===== config.mk =====
export PLATFORM = sky130hd
export DESIGN_NAME = early_abandon_l2_sqr_core
export DESIGN_NICKNAME = d
export VERILOG_FILES = /design/src/hw/rtl/eals_pkg.sv /design/src/hw/rtl/eals_front.sv /design/src/hw/rtl/eals_fifo.sv /design/src/hw/rtl/eals_back.sv /design/src/hw/rtl/early_abandon_l2_sqr_core.sv
export VERILOG_INCLUDE_DIRS = /design/src /design/src/hw/rtl
export SDC_FILE = /design/constraint.sdc
export NUM_CORES = 1
export LEC_CHECK = 0
export BUFFER_PORTS_ARGS = -buffer_cell sky130_fd_sc_hd__buf_2
export CAP_MARGIN = 25
export CELL_PAD_IN_SITES_DETAIL_PLACEMENT = 0
export CELL_PAD_IN_SITES_GLOBAL_PLACEMENT = 1
export CORE_UTILIZATION = 49
export CTS_CLUSTER_SIZE = 14
export DETAILED_ROUTE_END_ITERATION = 10
export PLACE_DENSITY = 0.84
export SLEW_MARGIN = 20
export SYNTH_ARGS = -nofsm -noshare
export SYNTH_HDL_FRONTEND = slang
export SYNTH_SLANG_ARGS = --single-unit

===== constraint.sdc =====
create_clock -name clk -period 14.8 [get_ports clk]
set_input_delay 4.44 -clock clk [delete_from_list [all_inputs] [get_ports clk]]
set_output_delay 4.44 -clock clk [all_outputs]
set_load 0.01 [all_outputs]

===== src/hw/rtl/early_abandon_l2_sqr_core_defines.svh =====
// ----------------------------------------------------------------------------
// Early-abandon squared distance: assertion macros
// Shared concurrent assertion forms, clocked on clk and disabled in reset.
// ----------------------------------------------------------------------------
`ifndef EARLY_ABANDON_L2_SQR_CORE_DEFINES_SVH
`define EARLY_ABANDON_L2_SQR_CORE_DEFINES_SVH

// Same-cycle implication.
`define EALS_ASSERT_IMP(lbl, ante, cons) \
	lbl: assert property (@(posedge clk) disable iff (!arst_n) (ante) |-> (cons)) \
		else $error("eals assertion failed");

// Next-cycle implication.
`define EALS_ASSERT_NEXT(lbl, ante, cons) \
	lbl: assert property (@(posedge clk) disable iff (!arst_n) (ante) |=> (cons)) \
		else $error("eals assertion failed");

`endif


===== src/hw/rtl/eals_pkg.sv =====
`timescale 1ns / 1ps
// ----------------------------------------------------------------------------
// Early-abandon squared distance: package
// Types and fixed constants shared by the front, queue, back and top level.
// ----------------------------------------------------------------------------
package eals_pkg;

	localparam int ELEM_W      = 16;
	localparam int DIFF_W      = 17;
	localparam int SQ_W        = 34;
	localparam int SUM_W       = 47;
	localparam int THR_W       = 48;
	localparam int DIM_W       = 13;
	localparam int CFG_W       = 48;
	localparam int BLOCK_LEN   = 8;
	localparam int BLOCK_BITS  = 3;
	localparam int MAX_DIM     = 4096;
	localparam int FIFO_DEPTH  = 4;
	localparam int FIFO_PTR_W  = 2;
	localparam int FIFO_CNT_W  = 3;

	localparam logic [DIM_W-1:0] DIM_RESET = DIM_W'(8);

	typedef enum logic {
		CFG_DIM    = 1'b0,
		CFG_THRESH = 1'b1
	} cfg_idx_t;

	typedef struct packed {
		logic signed [ELEM_W-1:0] elem_a;
		logic signed [ELEM_W-1:0] elem_b;
	} pair_t;

	typedef struct packed {
		logic [SUM_W-1:0] distance;
		logic             pruned;
	} dist_t;

	// Classified work item handed from the front to the back.
	typedef struct packed {
		logic [SQ_W-1:0] square;
		logic            is_last;
		logic            do_check;
	} work_t;

endpackage


===== src/hw/rtl/eals_front.sv =====
`timescale 1ns / 1ps
// ----------------------------------------------------------------------------
// Early-abandon squared distance: front end
// Accepts element pairs, squares the difference and marks the position of
// each pair within its vector (last pair, threshold check point).
// ----------------------------------------------------------------------------
module eals_front (
	input  logic                               clk,
	input  logic                               arst_n,
	input  logic [eals_pkg::DIM_W-1:0]         dim_in_use,
	input  logic                               pair_valid,
	output logic                               pair_stall,
	input  eals_pkg::pair_t                    pair,
	input  logic [eals_pkg::FIFO_CNT_W-1:0]    fifo_count,
	output logic                               work_valid_s1,
	output eals_pkg::work_t                    work_s1
);
	import eals_pkg::*;

	logic [DIM_W-1:0]         eff_dim;
	logic [BLOCK_BITS-1:0]    tail;
	logic                     has_block;
	logic [DIM_W-1:0]         pos_q;
	logic [DIM_W-1:0]         pos_off;
	logic                     is_last;
	logic                     do_check;
	logic signed [DIFF_W-1:0] diff;
	logic signed [SQ_W-1:0]   prod;
	logic                     accept;

	always_comb begin
		eff_dim = dim_in_use;
		if (dim_in_use == '0) begin
			eff_dim = DIM_W'(1);
		end else if (32'(dim_in_use) > MAX_DIM) begin
			eff_dim = DIM_W'(MAX_DIM);
		end
		tail      = eff_dim[BLOCK_BITS-1:0];
		has_block = eff_dim >= DIM_W'(BLOCK_LEN);
		is_last   = pos_q >= (eff_dim - DIM_W'(1));
		pos_off   = pos_q - DIM_W'(tail);
		// A check point is the first pair of every full block after the tail.
		do_check  = has_block && (pos_q >= DIM_W'(tail)) && (pos_q < eff_dim) &&
			(pos_off[BLOCK_BITS-1:0] == '0);
		diff = {pair.elem_a[ELEM_W-1], pair.elem_a} - {pair.elem_b[ELEM_W-1], pair.elem_b};
		prod = diff * diff;
	end

	// One slot is held back for the item sitting in the stage register.
	assign pair_stall = (32'(fifo_count) + 32'(work_valid_s1)) >= FIFO_DEPTH;
	assign accept     = pair_valid && !pair_stall;

	always_ff @(posedge clk or negedge arst_n) begin
		if (!arst_n) begin
			pos_q         <= '0;
			work_valid_s1 <= 1'b0;
		end else begin
			work_valid_s1 <= accept;
			if (accept) begin
				pos_q <= is_last ? '0 : pos_q + DIM_W'(1);
			end
		end
	end

	always_ff @(posedge clk) begin
		if (accept) begin
			work_s1.square   <= SQ_W'(unsigned'(prod));
			work_s1.is_last  <= is_last;
			work_s1.do_check <= do_check;
		end
	end

endmodule


===== src/hw/rtl/eals_fifo.sv =====
`timescale 1ns / 1ps
`include "early_abandon_l2_sqr_core_defines.svh"
// ----------------------------------------------------------------------------
// Early-abandon squared distance: work queue
// Short queue of classified work items between the front and the back.
// ----------------------------------------------------------------------------
module eals_fifo (
	input  logic                               clk,
	input  logic                               arst_n,
	input  logic                               push,
	input  eals_pkg::work_t                    push_data,
	input  logic                               pop,
	output eals_pkg::work_t                    pop_data,
	output logic                               not_empty,
	output logic [eals_pkg::FIFO_CNT_W-1:0]    count
);
	import eals_pkg::*;

	work_t                 entry_q [FIFO_DEPTH];
	logic [FIFO_PTR_W-1:0] wr_ptr_q;
	logic [FIFO_PTR_W-1:0] rd_ptr_q;
	logic [FIFO_CNT_W-1:0] count_q;

	assign count     = count_q;
	assign not_empty = count_q != '0;
	assign pop_data  = entry_q[rd_ptr_q];

	always_ff @(posedge clk or negedge arst_n) begin
		if (!arst_n) begin
			wr_ptr_q <= '0;
			rd_ptr_q <= '0;
			count_q  <= '0;
		end else begin
			if (push) begin
				wr_ptr_q <= wr_ptr_q + FIFO_PTR_W'(1);
			end
			if (pop) begin
				rd_ptr_q <= rd_ptr_q + FIFO_PTR_W'(1);
			end
			if (push && !pop) begin
				count_q <= count_q + FIFO_CNT_W'(1);
			end else if (pop && !push) begin
				count_q <= count_q - FIFO_CNT_W'(1);
			end
		end
	end

	always_ff @(posedge clk) begin
		if (push) begin
			entry_q[wr_ptr_q] <= push_data;
		end
	end

	`EALS_ASSERT_IMP(a_fifo_no_overflow, push && !pop, 32'(count_q) < FIFO_DEPTH)
	`EALS_ASSERT_IMP(a_fifo_no_underflow, pop, count_q != '0)

endmodule


===== src/hw/rtl/eals_back.sv =====
`timescale 1ns / 1ps
`include "early_abandon_l2_sqr_core_defines.svh"
// ----------------------------------------------------------------------------
// Early-abandon squared distance: back end
// Accumulates squares, applies the threshold at check points, drops the rest
// of a pruned vector and holds the result in an output register.
// ----------------------------------------------------------------------------
module eals_back (
	input  logic                               clk,
	input  logic                               arst_n,
	input  logic signed [eals_pkg::THR_W-1:0]  prune_threshold,
	input  logic                               work_valid,
	input  eals_pkg::work_t                    work,
	output logic                               work_pop,
	output logic                               dist_valid,
	input  logic                               dist_stall,
	output eals_pkg::dist_t                    dist_data
);
	import eals_pkg::*;

	logic [SUM_W-1:0] sum_q;
	logic             disc_q;
	logic [THR_W-1:0] sum_ext;
	logic [SUM_W-1:0] sum_sat;
	logic             over;
	logic             prune;
	logic             emit_full;

	always_comb begin
		sum_ext   = {1'b0, sum_q} + THR_W'(work.square);
		sum_sat   = sum_ext[THR_W-1] ? '1 : sum_ext[SUM_W-1:0];
		over      = $signed({1'b0, sum_q}) > prune_threshold;
		prune     = !disc_q && work.do_check && over;
		emit_full = !disc_q && !prune && work.is_last;
	end

	// The output register frees up in the same cycle it is taken.
	assign work_pop = work_valid && (!dist_valid || !dist_stall);

	always_ff @(posedge clk or negedge arst_n) begin
		if (!arst_n) begin
			sum_q      <= '0;
			disc_q     <= 1'b0;
			dist_valid <= 1'b0;
		end else begin
			if (dist_valid && !dist_stall) begin
				dist_valid <= 1'b0;
			end
			if (work_pop) begin
				if (prune || emit_full) begin
					dist_valid <= 1'b1;
				end
				if (work.is_last) begin
					sum_q  <= '0;
					disc_q <= 1'b0;
				end else if (prune) begin
					disc_q <= 1'b1;
				end else if (!disc_q) begin
					sum_q <= sum_sat;
				end
			end
		end
	end

	always_ff @(posedge clk) begin
		if (work_pop && prune) begin
			dist_data.distance <= sum_q;
			dist_data.pruned   <= 1'b1;
		end else if (work_pop && emit_full) begin
			dist_data.distance <= sum_sat;
			dist_data.pruned   <= 1'b0;
		end
	end

	`EALS_ASSERT_NEXT(a_back_vector_clear, work_pop && work.is_last, (sum_q == '0) && !disc_q)
	`EALS_ASSERT_IMP(a_back_slot_free, work_pop, !(dist_valid && dist_stall))

endmodule


===== src/hw/rtl/early_abandon_l2_sqr_core.sv =====
`timescale 1ns / 1ps
// ----------------------------------------------------------------------------
// Early-abandon squared distance core
// Sums squared element differences of two vectors and ends a vector early
// when the running sum passes the threshold at a block boundary.
//
// Channel   Handshake                 Payload
// pair      pair_valid / pair_stall   elem_a, elem_b
// dist      dist_valid / dist_stall   distance, pruned
// cfg       cfg_we                    cfg_index, cfg_data
//
// One pair is taken per cycle unless stalled; a result passes the front stage
// register, the queue and the output register. The front multiplier stage
// and the back accumulator, joined by a four-entry queue, each handle one
// pair per cycle unless stalled. Reset clears the queue, the vector position,
// the running sum and the output register; dim_in_use returns to 8 and
// prune_threshold to 0. A stall on dist fills the queue and then stalls pair.
// ----------------------------------------------------------------------------
module early_abandon_l2_sqr_core (
	input  logic                          clk,
	input  logic                          arst_n,
	input  logic                          cfg_we,
	input  eals_pkg::cfg_idx_t            cfg_index,
	input  logic [eals_pkg::CFG_W-1:0]    cfg_data,
	input  logic                          pair_valid,
	output logic                          pair_stall,
	input  eals_pkg::pair_t               pair,
	output logic                          dist_valid,
	input  logic                          dist_stall,
	output eals_pkg::dist_t               dist_data
);
	import eals_pkg::*;

	logic [DIM_W-1:0]        dim_q;
	logic signed [THR_W-1:0] thr_q;
	logic                    work_valid_s1;
	work_t                   work_s1;
	work_t                   head;
	logic                    head_valid;
	logic                    head_pop;
	logic [FIFO_CNT_W-1:0]   fifo_count;

	always_ff @(posedge clk or negedge arst_n) begin
		if (!arst_n) begin
			dim_q <= DIM_RESET;
			thr_q <= '0;
		end else if (cfg_we) begin
			unique case (cfg_index)
				CFG_DIM:    dim_q <= cfg_data[DIM_W-1:0];
				CFG_THRESH: thr_q <= cfg_data[THR_W-1:0];
				default:    ;
			endcase
		end
	end

	eals_front u_front (
		.clk           (clk),
		.arst_n        (arst_n),
		.dim_in_use    (dim_q),
		.pair_valid    (pair_valid),
		.pair_stall    (pair_stall),
		.pair          (pair),
		.fifo_count    (fifo_count),
		.work_valid_s1 (work_valid_s1),
		.work_s1       (work_s1)
	);

	eals_fifo u_fifo (
		.clk       (clk),
		.arst_n    (arst_n),
		.push      (work_valid_s1),
		.push_data (work_s1),
		.pop       (head_pop),
		.pop_data  (head),
		.not_empty (head_valid),
		.count     (fifo_count)
	);

	eals_back u_back (
		.clk             (clk),
		.arst_n          (arst_n),
		.prune_threshold (thr_q),
		.work_valid      (head_valid),
		.work            (head),
		.work_pop        (head_pop),
		.dist_valid      (dist_valid),
		.dist_stall      (dist_stall),
		.dist_data       (dist_data)
	);

endmodule


== Yosys cells after proc, flatten, opt, wreduce, memory -nomap -nowiden ==
Memories as Yosys holds them, arrays and structs flattened.
Cells that the tools add are included.

* $add $sub $neg: 10
* Multiply operators: 1
* Magnitude comparators: 7
* Equal/unequal tests: 2
* Mux-type cells: 18
* Bitwise operators: 1
* Reductions and logical operators: 33

{| class="wikitable"
|+ Operators by type and width
! operator !! count
|-
| $mux 47 || 4
|-
| $mux 48 || 2
|-
| $add 47x34->48 || 1
|-
| $gt 48x48->1 || 1
|-
| $mux 13 || 3
|-
| $mul 17x17->34 || 1
|-
| $ge 32x3->1 const B || 1
|-
| $sub 16x16->17 || 1
|-
| $logic_and 1x1->1 || 14
|-
| $add 13x1->13 const B || 1
|-
| $ge 13x13->1 || 1
|-
| $ge 13x3->1 || 1
|-
| $ge 13x4->1 const B || 1
|-
| $gt 13x13->1 const B || 1
|-
| $logic_not 13->1 || 1
|-
| $lt 13x13->1 || 1
|-
| $sub 13x1->13 const B || 1
|-
| $logic_not 1->1 || 7
|-
| $mux 1 || 7
|-
| $mux 3 || 2
|-
| $reduce_and 2->1 || 3
|-
| $reduce_bool 2->1 || 3
|-
| $add 2x1->2 const B || 2
|-
| $add 3x1->4 || 1
|-
| other kinds (9) || 11
|}

* Register bits after elaboration: 215
* RAM bits: 144
* Bits of input ports: 86
* Output and inout port bits: 50
* Word-level logic and storage cells: 88
* Memories kept: 1

{| class="wikitable"
|+ Memories
! memory !! words !! width !! read ports !! clocked after memory_dff !! write ports !! line !! RTL
|-
| u_fifo.entry_q || 4 || 36 || 1 || 0 || 1 || eals_fifo.sv:19 || <nowiki>work_t entry_q [FIFO_DEPTH];</nowiki>
|}

== Longest topological paths before layout ==
* Word-level depth: 9
* Mapped depth: 34

== By module ==
A second synthesis with hierarchy kept.

* Cells, all modules: 2647
* Area, all modules: 28568.6 sq um

{| class="wikitable"
|+ Modules (own cells, without submodules)
! module !! instances !! cells an instance !! area an instance (sq um)
|-
| eals_front || 1 || 1463 || 13376.6
|-
| eals_back || 1 || 833 || 7322.0
|-
| eals_fifo || 1 || 221 || 5597.9
|-
| early_abandon_l2_sqr_core || 1 || 130 || 2272.2
|}

== Worst setup path after synthesis ==
No wires, ideal clock.

* Kind: input -> register
* Start point: input port pair[16] in the netlist's numbering
* End point: register u_front.work_s1[35] (netlist name)
* Library setup time: 0.260 ns
* Data arrival time: 12.127 ns
* Setup slack: 2.414 ns
* Cell stages on the path: 32
* Buffers on the path: 1
* Cell sequence: inv_1 > ha_1 > fa_1 > nor2b_1 > o21a_1 > o21ai_1 > a21boi_1 > a211oi_1 > a21oi_1 > nand2_1 > a31o_2 > inv_1 > clkbuf_1 > nor2_1 > fa_1 > fa_1 > fa_1 > fa_1 > fa_1 > inv_1 > fa_1 > inv_1 > ha_1 > a21oi_1 > o21ai_0 > a2111oi_0 > nor3_1 > o21ai_0 > o311a_1 > o21bai_1 > a21oi_1 > xnor2_1

* Cells in the longest elaborated chain, start to end: 2

{| class="wikitable"
|+ Ends and longest elaborated chain
! what !! line !! RTL
|-
| start: declaration || early_abandon_l2_sqr_core.sv:27 || <nowiki>input eals_pkg::pair_t pair,</nowiki>
|-
| $sub 16x16->17 || eals_front.sv:45 || <nowiki>diff = {pair.elem_a[ELEM_W-1], pair.elem_a} - {pair.elem_b[ELEM_W-1], pair.elem_b};</nowiki>
|-
| $mul 17x17->34 || eals_front.sv:46 || <nowiki>prod = diff * diff;</nowiki>
|-
| net u_front.prod[33] || eals_front.sv:28 || <nowiki>logic signed [SQ_W-1:0] prod;</nowiki>
|}

The timed path passes the listed nets, and every way through them passes these cells.
A chain may end at the register's enable or synchronous reset.

== Worst setup path after layout ==
* Start point: input port pair[16] in the netlist's numbering
* End point: register u_front.work_s1[35] (netlist name)

* Cells in the longest elaborated chain, start to end: 2

{| class="wikitable"
|+ Ends and longest elaborated chain
! what !! line
|-
| $sub 16x16->17 || eals_front.sv:45
|-
| $mul 17x17->34 || eals_front.sv:46
|-
| net u_front.prod[33] || eals_front.sv:28
|}

The timed path passes the listed nets, and every way through them passes these cells.

==> results.md <==
| Parameter | This run | Unit |
|:---|:---|:---|
| Sequential area share after synthesis | 35.6 | % |
| Min Tclk post-route | 12610 | ps |
| Number of buffers added on ports | 135 | - |
| Number of detailed-route iterations in the first pass | 5 | - |
| Mean post-synth cell area | 10.8 | um^2 |
| WS Path Type | input pin to register | - |
| Outcome | complete, no violations | - |
| Top_reg_cell synth | sky130_fd_sc_hd__edfxtp_1 | - |
| Post-CTS resize count | 0 | - |
| Count of routing violations after the opening detailed-route iteration | 1131 | - |
| Overflow after GRT | 0 | - |
| Async set-or-reset flop fraction in the synthesized netlist | 37.0 | % |
| Clock tree from TritonCTS | done | - |
| Via count | 19200 | - |
| Initial core utilization | 49.6 | % |
| Clk sink count | 354 | - |
| Layout fillers | 4805 | - |
| Proportion of layout cells with a drive suffix above 1 | 13.3 | % |
| Worst clock skew | 13.2 | ps |
| Fin Setup TNS | 0 | ps |
| Critical Path Source Type | input pin | - |
| X dimension of the die | 241 | um |
| Source-to-sink clock delay at the later pin of the worst-skew pair | 540 | ps |
| Synthesis warning total | 0 | - |
| Element type at the critical path end | register | - |
| Floorplan die area | 58100 | um^2 |
| Sum of net half-perimeters after detailed placement | 48300 | um |
| Number of top-level pins | 136 | - |
| Final-report setup violation count | 0 | - |
| Count of buffers added by post-CTS timing repair for setup | 0 | - |
| Most instantiated library cell after synthesis | sky130_fd_sc_hd__inv_1 | - |
| Final hold violations | 0 | - |
| Number of register bits inferred by synthesis | 354 | - |
| Number of DRC violations after detailed routing | 0 | - |
| Floorplan Core Area | 56500 | um^2 |
| Headroom to the max-slew limit | 32.0 | % |
| Maximum clock frequency | 0.0793 | GHz |
| Measured slew at the worst slew-check pin | 1020 | ps |
| Number of antenna violations at the first check in global routing | 0 | - |
| Die Span Y | 241 | um |
| Max Fanout on Critical Path | 17 | - |
| Number of unique standard cell types used by synthesis | 78 | - |
| Standard-cell rows | 87 | - |
| Cell taking the most area after synthesis | sky130_fd_sc_hd__edfxtp_1 | - |
| Cell count after placement | 3450 | - |
| Library cell appearing most often on the critical path | sky130_fd_sc_hd__fa_1 | - |
| Unrepaired setup endpoints after global routing | no | - |
| Fin nets | 3306 | - |
| Gr usage total | 22.2 | % |
| Type of the worst min-delay path | register to register | - |
| CTS Hold Buffers Added | 0 | - |
| Clock H-tree levels | 2 | - |
| Critical path data arrival time | 12870 | ps |
| Growth of design area from synthesis to finish | 10.2 | % |
| Maximum number of pins on one net before global-route repair | 74 | - |
| Delay of the slowest cell on the worst path | 950 | ps |
| Number of buffers on the longest clock path | 3 | - |
| Mapped Area | 28000 | um^2 |
| Number of pins with negative max-slew slack in the final report | 0 | - |
| Crit path max-delay cell type | sky130_fd_sc_hd__fa_1 | - |
| Number of enable-type register cells in the synthesized netlist | 222 | - |
| CTS Buf Count | 35 | - |
| CTS Root Cell | sky130_fd_sc_hd__clkbuf_16 | - |
| Number of global-route vias before repair | 19800 | - |
| Clock slew seen by the registers of the worst setup and hold paths | 60 | ps |
| Antenna fix cells | 0 | - |
| Routability congestion estimate | 0.926 | - |
| Net count after synthesis | 3177 | - |
| First-pass GRT wire length | 102000 | um |
| Max capacitance violation total | 0 | - |
| Required time at the endpoint of the critical path | 15060 | ps |
| WL per Instance | 17.9 | um |
| Area contributors post-synth | sky130_fd_sc_hd__edfxtp_1 24%, sky130_fd_sc_hd__fa_1 20%, sky130_fd_sc_hd__dfrtp_1 12%, sky130_fd_sc_hd__ha_1 9.6%, sky130_fd_sc_hd__inv_1 6.0% | - |
| Detail-routed via count per cell | 5.45 | - |
| Non-Filler Instances | 3512 | - |
| Most common library cells after synthesis | 447 x sky130_fd_sc_hd__inv_1, 273 x sky130_fd_sc_hd__fa_1, 228 x sky130_fd_sc_hd__nand2_1 | - |
| Area share of the leading cell type in the synthesized netlist | 23.8 | % |
| Number of instances in the synthesized netlist | 2603 | - |
| Min Hold Slack | 470 | ps |
| Final clock period utilization by the worst path | 85.2 | % |
| Total routed wirelength | 62900 | um |
| Remaining number of nets flagged by the antenna check after routing | 0 | - |
-- worst paths after layout --
kind / startpoint / end / slack (ps) / cells after the start
worst min-delay path: u_back.dist_data[0] / u_back.dist_data[0] / 470 / 1
worst max register to register: u_fifo.rd_ptr_q[0] / u_back.dist_data[31] / 10100 / 13
worst min register to register: u_back.dist_data[0] / u_back.dist_data[0] / 470 / 1
max in group asynchronous: arst_n / thr_q[24] / 9800 / 3
min in group asynchronous: arst_n / dim_q[10] / 3860 / 1
worst max-delay path: pair[16] / u_front.work_s1[35] / 2190 / 32
-- worst max-delay path, delay by kind of cell --
kind,cells,cell delay (ps)
AND/OR/NAND/NOR,4,520
AO/OA/AOI/OAI,13,3070
buffers and inverters,5,380
XOR/XNOR,1,90
adder cells (fa/ha/maj),9,4360
-- area by class of cell --
type / instances / area [um^2] / share of cell area (%)
tap: 756 / 946 / 3.06
multi-input combinational: 1717 / 16000 / 51.9
clock buffer: 43 / 958 / 3.10
timing repair buffer: 169 / 977 / 3.16
clock inverter: 18 / 282 / 0.912
sequential: 354 / 9970 / 32.3
inverter: 455 / 1710 / 5.53
-- cell usage in the layout, fill, tap and decap left out, types with 37 or more instances in the layout --
cell and count:
sky130_fd_sc_hd__buf_2 134, sky130_fd_sc_hd__nand2_1 227, sky130_fd_sc_hd__xnor2_1 70, sky130_fd_sc_hd__a21o_1 44, sky130_fd_sc_hd__ha_1 215, sky130_fd_sc_hd__mux2_2 62
sky130_fd_sc_hd__clkbuf_16 37, sky130_fd_sc_hd__o21ai_1 56, sky130_fd_sc_hd__nor2_1 178, sky130_fd_sc_hd__o21ai_0 80, sky130_fd_sc_hd__a21oi_1 126, sky130_fd_sc_hd__fa_1 273
sky130_fd_sc_hd__dfrtp_1 129, sky130_fd_sc_hd__edfxtp_1 222, sky130_fd_sc_hd__inv_1 447
-- routing by layer --
| metal | up-vias | global-route usage [%] | routed length (um) |
|---|---|---|---|
| li1 | 8984 | - | - |
| met1 | 9537 | 29.6 | 27900 |
| met3 | 95 | 2.26 | 2900 |
| met4 | 0 | 6.21 | 1560 |
| met2 | 540 | 38.5 | 30600 |
| met5 | - | 0 | 0 |
-- through the flow --
step           instance area [um^2]  util [%]  setup slack, ps
4_1_cts                       30900      54.6             2140
6_report                      30900      54.7             2190
2_1_floorplan                 28000         -             2410
3_5_place_dp                  29600      52.4             1600
5_1_grt                       30900      54.7             1440
3_3_place_gp                  29600      52.4             1800
-- sequential cells by signal, summed over array words and instances (netlist names) --
| name | count |
|---|---|
| u_back.dist_data | 48 |
| u_back.dist_valid | 1 |
| u_front.work_valid_s1 | 1 |
| dim_q | 13 |
| u_back.sum_q | 47 |
| thr_q | 48 |
| u_fifo.rd_ptr_q | 2 |
| u_fifo.count | 3 |
| u_fifo.entry_q | 140 |
| u_front.pos_q | 13 |
| u_fifo.wr_ptr_q | 2 |
| u_back.disc_q | 1 |
| u_front.work_s1 | 35 |
-- logic make-up (layout without fill, tap and decap cells) --
kind of cell	count (synthesis)	after routing	share of synthesized area (%)
AO/OA/AOI/OAI	448	448	10.1
XOR/XNOR	106	106	3.34
adder cells (fa/ha/maj)	488	488	29.1
buffers and inverters	532	685	7.34
flip-flops	354	354	35.6
multiplexers	100	100	5.41
AND/OR/NAND/NOR	575	575	9.17
Power is not shown: default switching activity piles up to over one toggle a cycle in this logic, so the estimate is an artifact.
